**src/rtl/core/texel_density_accumulator_assert.svh**
```systemverilog
// Assertion macros for the texel density accumulator.
`ifndef TEXEL_DENSITY_ACCUMULATOR_ASSERT_SVH
`define TEXEL_DENSITY_ACCUMULATOR_ASSERT_SVH

`ifndef SYNTHESIS
`define TDA_ASSERT(lbl, clk, rst_n, prop, msg) \
  lbl: assert property (@(posedge clk) disable iff (!rst_n) prop) else $error(msg);
`define TDA_NEVER(lbl, clk, rst_n, cond, msg) \
  lbl: assert property (@(posedge clk) disable iff (!rst_n) !(cond)) else $error(msg);
`else
`define TDA_ASSERT(lbl, clk, rst_n, prop, msg)
`define TDA_NEVER(lbl, clk, rst_n, cond, msg)
`endif

`endif

```
**src/rtl/core/tda_pkg.sv**
```systemverilog
`timescale 1ns / 1ps
package tda_pkg;
  localparam int unsigned VERTEX_DEPTH = 4096;
  localparam int unsigned VIDX_W       = $clog2(VERTEX_DEPTH);
  localparam int unsigned RAD_W        = 128;
  localparam int unsigned ROOT_W       = RAD_W / 2;
  localparam int unsigned ROOT_CNT_W   = $clog2(ROOT_W);
  localparam logic [15:0] RES_RESET    = 16'd1024;
  localparam logic        CMD_VERTEX   = 1'b0;
  localparam logic        CMD_CORNER   = 1'b1;
endpackage

```
**src/rtl/core/tda_sqrt.sv**
```systemverilog
`timescale 1ns / 1ps
// Bit-serial integer square root, two radicand bits per cycle.
module tda_sqrt (
  input  logic                             clk_i,
  input  logic                             rst_ni,
  input  logic                             start_i,
  input  logic [tda_pkg::RAD_W-1:0]        radicand_i,
  output logic                             done_o,
  output logic [tda_pkg::ROOT_W-1:0]       root_o
);
  logic [tda_pkg::RAD_W-1:0]      x_q;
  logic [tda_pkg::ROOT_W+2:0]     rem_q;
  logic [tda_pkg::ROOT_W-1:0]     root_q;
  logic [tda_pkg::ROOT_CNT_W-1:0] cnt_q;
  logic                           active_q, done_q;
  logic [tda_pkg::ROOT_W+2:0]     rem2, trial;
  logic                           take;

  always_comb begin
    rem2  = {rem_q[tda_pkg::ROOT_W:0], x_q[tda_pkg::RAD_W-1 -: 2]};
    trial = {1'b0, root_q, 2'b01};
    take  = rem2 >= trial;
  end

  always_ff @(posedge clk_i or negedge rst_ni) begin
    if (!rst_ni) begin
      active_q <= 1'b0;
      done_q   <= 1'b0;
      cnt_q    <= '0;
    end else begin
      done_q <= 1'b0;
      if (start_i) begin
        active_q <= 1'b1;
        cnt_q    <= '0;
      end else if (active_q) begin
        cnt_q <= cnt_q + 1'b1;
        if (cnt_q == tda_pkg::ROOT_CNT_W'(tda_pkg::ROOT_W - 1)) begin
          active_q <= 1'b0;
          done_q   <= 1'b1;
        end
      end
    end
  end

  always_ff @(posedge clk_i) begin
    if (start_i) begin
      x_q    <= radicand_i;
      rem_q  <= '0;
      root_q <= '0;
    end else if (active_q) begin
      x_q    <= {x_q[tda_pkg::RAD_W-3:0], 2'b00};
      rem_q  <= take ? rem2 - trial : rem2;
      root_q <= {root_q[tda_pkg::ROOT_W-2:0], take};
    end
  end

  assign done_o = done_q;
  assign root_o = root_q;
endmodule
```
**config.mk**
```make
export PLATFORM = sky130hd
export DESIGN_NAME = tda_sqrt
export DESIGN_NICKNAME = d
export VERILOG_FILES = /design/src/rtl/core/texel_density_accumulator_assert.svh /design/src/rtl/core/tda_pkg.sv /design/src/rtl/core/tda_sqrt.sv
export SDC_FILE = /design/constraint.sdc
export NUM_CORES = 1
export LEC_CHECK = 0
export ABC_CLOCK_PERIOD_IN_PS = 3900
export CORE_UTILIZATION = 45
export DETAILED_ROUTE_END_ITERATION = 12
export DONT_BUFFER_PORTS = 1
export PLACE_DENSITY_LB_ADDON = 0.1
export RECOVER_POWER = 50
export SLEW_MARGIN = 10
export SYNTH_ARGS = -nofsm -noshare
export SYNTH_HDL_FRONTEND = slang
export SYNTH_SLANG_ARGS = --single-unit
```
**constraint.sdc**
```tcl
create_clock -name clk_i -period 3.9 [get_ports clk_i]
set_input_delay 0.585 -clock clk_i [delete_from_list [all_inputs] [get_ports clk_i]]
set_output_delay 0.585 -clock clk_i [all_outputs]
set_load 0.02 [all_outputs]
```
After elaboration in Yosys (flattened, before gate mapping)

Cells that the tools add are included.
Widths: inputs -> output; s select.

$add $sub $neg: 2
Multiply operators: 0
Div/mod/pow operators: 0
Magnitude comparators: 1
Equal/unequal tests: 1
Shift-type cells: 0
Mux-type cells: 11
Bitwise operators: 0
Reductions and logical operators: 1

Operators with widths:

| cell                | number |
|---|---|
| $mux 128            | 2 |
| $ge 67x66->1        | 1 |
| $mux 65             | 1 |
| $sub 65x65->65      | 1 |
| $mux 6              | 2 |
| $add 6x1->6 const B | 1 |
| $eq 6x6->1 const B  | 1 |
| $mux 1              | 6 |
| $reduce_bool 2->1   | 1 |

Register bits: 265
Latch bits: 0
Bits in writable memories: 0
Bits in read-only memories: 0
Input port bits: 131
Output and inout port bits: 65
Logic and storage cells: 22
Memories: 0

Longest topological paths before layout

Depth in word-level cells: 4
Gate-level depth with buffers: 15
Depth with buffers taken out: 12

Worst setup path after synthesis

No wires, ideal clock.

Kind: input to register
From: input start_i
To: register x_q[0] (netlist name), enable pin
Arrival: 3.589 ns
Slack: -0.170 ns
Cell stages on the path: 4
Buffers on the path: 2
Path through: clkbuf_1 buf_6 nor2_1 inv_1

Cells in the longest elaborated chain, start to end: 1

RTL lines:

| item                        | line           | text |
|---|---|---|
| start: declaration          | tda_sqrt.sv:6  | `input logic start_i,` |
| $reduce_bool 2->1 (no line) | n/a            |  |
| end signal: assignment      | tda_sqrt.sv:47 | `x_q <= radicand_i;` |
| end signal: assignment      | tda_sqrt.sv:51 | `x_q <= {x_q[tda_pkg::RAD_W-3:0], 2'b00};` |
| end: declaration            | tda_sqrt.sv:11 | `logic [tda_pkg::RAD_W-1:0] x_q;` |

Every way passes these cells.
A chain may end at the register's enable or synchronous reset.

Worst setup path after layout

From: register root_q, in the netlist root_o[54]
To: register rem_q[37] (netlist name)

Cells in the longest elaborated chain, start to end: 2

RTL lines:

| item                     | line           | text |
|---|---|---|
| start: declaration       | tda_sqrt.sv:13 | `logic [tda_pkg::ROOT_W-1:0] root_q;` |
| start signal: assignment | tda_sqrt.sv:53 | `root_q <= {root_q[tda_pkg::ROOT_W-2:0], take};` |
| $ge 67x66->1             | tda_sqrt.sv:22 | `take = rem2 >= trial;` |
| $mux 65                  | tda_sqrt.sv:52 | `rem_q <= take ? rem2 - trial : rem2;` |
| end signal: assignment   | tda_sqrt.sv:52 |  |
| end: declaration         | tda_sqrt.sv:12 | `logic [tda_pkg::ROOT_W+2:0] rem_q;` |

Every way passes these cells.

==> flow_metrics.tcl <==
set metrics [dict create \
    outcome "complete, but fails checks" \
    violations "capacitance limit, slew limit" \
    antenna_found_initial 9 \
    clkLatencyLatePin_ps 580 \
    ioPinCount 196 \
    floorplan.die.width_um 186 \
    setup_viol_count_final 0 \
    synthesis.nets 1759 \
    worstHoldPathCells 1 \
    tritoncts_clock_tree "done" \
    cts_buffers 31 \
    die_h_um 186 \
    area_delta_synth_final_pct 9.61 \
    cts.repair_timing.setup_buffer_count 0 \
    cts_htree_levels 1 \
    critical_path_depth 12 \
    slowest_stage "sky130_fd_sc_hd__a2111oi_1" \
    dp_slack_ps 339 \
    path_max_fanout 31 \
    synth_enable_flop_cells 128 \
    total_buffers_and_inverters_traversed_by_the_critical_path 2 \
    ys_seq_elements 265 \
    worstPathRequired_ps 4370 \
    final_standard_cell_utilization_of_the_core_pct 50.0 \
    reg2reg_depth 12 \
    grt_pass1_wl_um 57300 \
    clockRootBuffer "sky130_fd_sc_hd__clkbuf_16" \
    critical-path-top-delay-family "compound AO/OA/AOI/OAI gates" \
    grt_start_max_net_pins 263 \
    tcrit_tclk_final_pct 92.9 \
    fmax_mhz 276 \
    worst_setup_hold_path_clk_slew_ps 70 \
    die_outline_area_sq_um 34600 \
    synth_top_family_by_area "compound AO/OA/AOI/OAI gates" \
    synth-warning-count 0 \
    mappedNetlistArea_sq_um 15300 \
    first_global_vias 11100 \
    asyncSetResetFlopFracSynth_pct 3.02 \
    startpoint_class_of_the_critical_path "flip-flop" \
    final_common_cell "sky130_fd_sc_hd__nor2_1" \
    period_minus_slack_ps 3620 \
    hold_ws_ps 151 \
    drv_cap 1 \
    critical_path_class "flip-flop to flip-flop" \
    max-slew-margin-rel_pct -24.7 \
    post_place_cells 1965 \
    yosys.area.top_type_share_pct 25.2 \
    initial_utilization_pct 45.6 \
    core.rowCount 67 \
    post_synth_and_or_nand_nor_area_fraction_pct 13.2 \
    detailedPlacementHpwl_um 24800 \
    drc 0 \
    critical_path.most_common_cell "sky130_fd_sc_hd__a21o_1" \
    vdd_drop_max_v 0.000426 \
    tns_ps 0 \
    netlist_top_cells_area "sky130_fd_sc_hd__edfxtp_1, sky130_fd_sc_hd__dfxtp_1, sky130_fd_sc_hd__mux2_2, sky130_fd_sc_hd__ha_1, sky130_fd_sc_hd__mux2i_1" \
    slew_violations 80 \
    synthXorXnorAreaFrac_pct 3.04 \
    rsz0062_at_grt "false" \
    hold_class "input port to flip-flop" \
    groute.usage.overall_pct 20.5 \
    gp_congestion 0.911 \
    detailedRoute.firstPassIterationCount 5 \
    num-nets-final 1749 \
    timing.critical_path.slowest_cell_delay_ps 560 \
    cp_endpoint_kind "flip-flop" \
    finalWirelength_um 35400 \
    crit_path_setup_slack_layout_ps 278 \
    synth_compound_area_share_pct 15.3 \
    mostFrequentLayoutCells "sky130_fd_sc_hd__nor2_1, sky130_fd_sc_hd__nand2_1, sky130_fd_sc_hd__dfxtp_1, sky130_fd_sc_hd__edfxtp_1, sky130_fd_sc_hd__mux2_2" \
    critical_path_data_arrival_time_ps 4090 \
    clock_tree.buffer_depth 3 \
    postSynthAreaPerCell_sq_um 9.77 \
    cts.sink_count 265 \
    yosysTopAreaCell "sky130_fd_sc_hd__edfxtp_1" \
    gr-total-overflow 0 \
    post_cts_resize_count 0 \
    power.static_leakage_nw 6.93 \
    routed_via_density 5.59 \
    worstPathCellList "inv_1, ha_1, a21o_1, a21o_1, a21oi_1, o32ai_1, o21a_1, a2111oi_1, and2_2, buf_12, nand2_1, a311oi_1" \
    share_of_final_layout_standard_cells_stronger_than_drive_strength_1_pct 13.8 \
    multiplexer_area_fraction_after_synthesis_pct 13.8 \
    power_density_of_the_placed_cells_nw_per_um2 789 \
    port_buffers 0 \
    yosysUniqueCellTypes 83 \
    syn-instance-count 1561 \
    post_layout_nonfiller_instances 2028 \
    synth-adder-area-share_pct 5.50 \
    synth_flop_cell "sky130_fd_sc_hd__dfxtp_1" \
    hold_violations 0 \
    max_slew.worst_pin.slew_ps 1870 \
    ant_nets 0 \
    num_vias 11300 \
    coreArea_sq_um 33400 \
    seq_area_frac_synth_pct 43.4 \
    drt-wirelength-per-cell_um 17.5 \
    clock-skew-final_ps 17.8 \
    post_cts_hold_buffer_count 1 \
    dr.first_iter.drc_count 655 \
]
synthesized netlist by cell type (all sizes together), types with 4 or more instances:
cell           number
o21ai              63
a2111oi             5
nand2             155
xor2               25
a21o               36
clkdlybuf4s15       4
o21bai             15
clkbuf             72
dfrtp               8
o22ai               6
dfxtp             129
a31oi              19
edfxtp            128
mux2i              69
nor2              155
o211ai              9
nor3b               4
inv                92
a311oi             41
xnor2              28
a221oi              4
or3                 9
nand3              20
a211oi             13
and2               11
mux2              126
ha                 67
nor3               13
nor2b              13
buf                22
nand4              27
and3               13
or4                 4
a21oi              96
nand2b              7
a21boi              5
cells by family after synthesis:
family | Yosys count
simple gates | 444
buf+inv | 190
flops | 265
fa+ha+maj | 67
compound gates | 347
xor+xnor | 53
mux | 195
final timing paths:
kind,startpoint,slack [ps],endpoint
max,root_o[54],280,rem_q[37]
min,start_i,150,root_o[11]
max reg2reg,root_o[54],280,rem_q[37]
min reg2reg,rem_q[25],490,rem_q[25]
max in group asynchronous,rst_ni,3240,active_q
min in group asynchronous,rst_ni,360,cnt_q[4]
worst register-to-register path, stage by stage (launching register included):
cell,delay (ps)
sky130_fd_sc_hd__dfxtp_1,490
sky130_fd_sc_hd__inv_1,80
sky130_fd_sc_hd__ha_1,310
sky130_fd_sc_hd__a21o_1,180
sky130_fd_sc_hd__a21o_1,180
sky130_fd_sc_hd__a21oi_1,260
sky130_fd_sc_hd__o32ai_1,130
sky130_fd_sc_hd__o21a_1,200
sky130_fd_sc_hd__a2111oi_1,560
sky130_fd_sc_hd__and2_2,470
sky130_fd_sc_hd__buf_12,230
sky130_fd_sc_hd__nand2_1,90
sky130_fd_sc_hd__a311oi_1,320
layout make-up:
cell class                      count  area [sq um]
Antenna cell                        4          10.0
Multi-Input combinational cell   1106          7760
Clock inverter                     25           299
Inverter                           92           349
Fill cell                        3164         16700
Sequential cell                   265          6630
Tap cell                          448           561
Clock buffer                       33           783
Timing Repair Buffer               55           328
sequential cells by signal (all words and copies together), names as in the netlist:
signal	flops
rem_q	65
x_q	128
cnt_q	6
done_o	1
root_o	64
active_q	1
power by group:
| part | switching, W | leakage (nW) | internal [W] |
|---|---|---|---|
| Clock | 0.00119 | 0.518 | 0.00185 |
| Sequential | 0.000234 | 2.52 | 0.00334 |
| Combinational | 0.00380 | 3.89 | 0.00277 |
routing by layer:
layer	share of wire (%)	global-route usage [%]	up-vias
met5	0.16	0	-
met2	43	31.5	302
met3	9.2	8.06	73
met4	2.7	5.74	10
met1	45	26.7	5324
li1	-	-	5637
stage by stage:
step	cell area, sq um	total power [W]
2_1_floorplan	15300	0.00861
5_1_grt	16700	0.0142
3_5_place_dp	15800	0.0101
3_3_place_gp	15800	0.0101
6_report	16700	0.0132
4_1_cts	16800	0.0133
No activity file was read; power rests on OpenSTA's default activity.
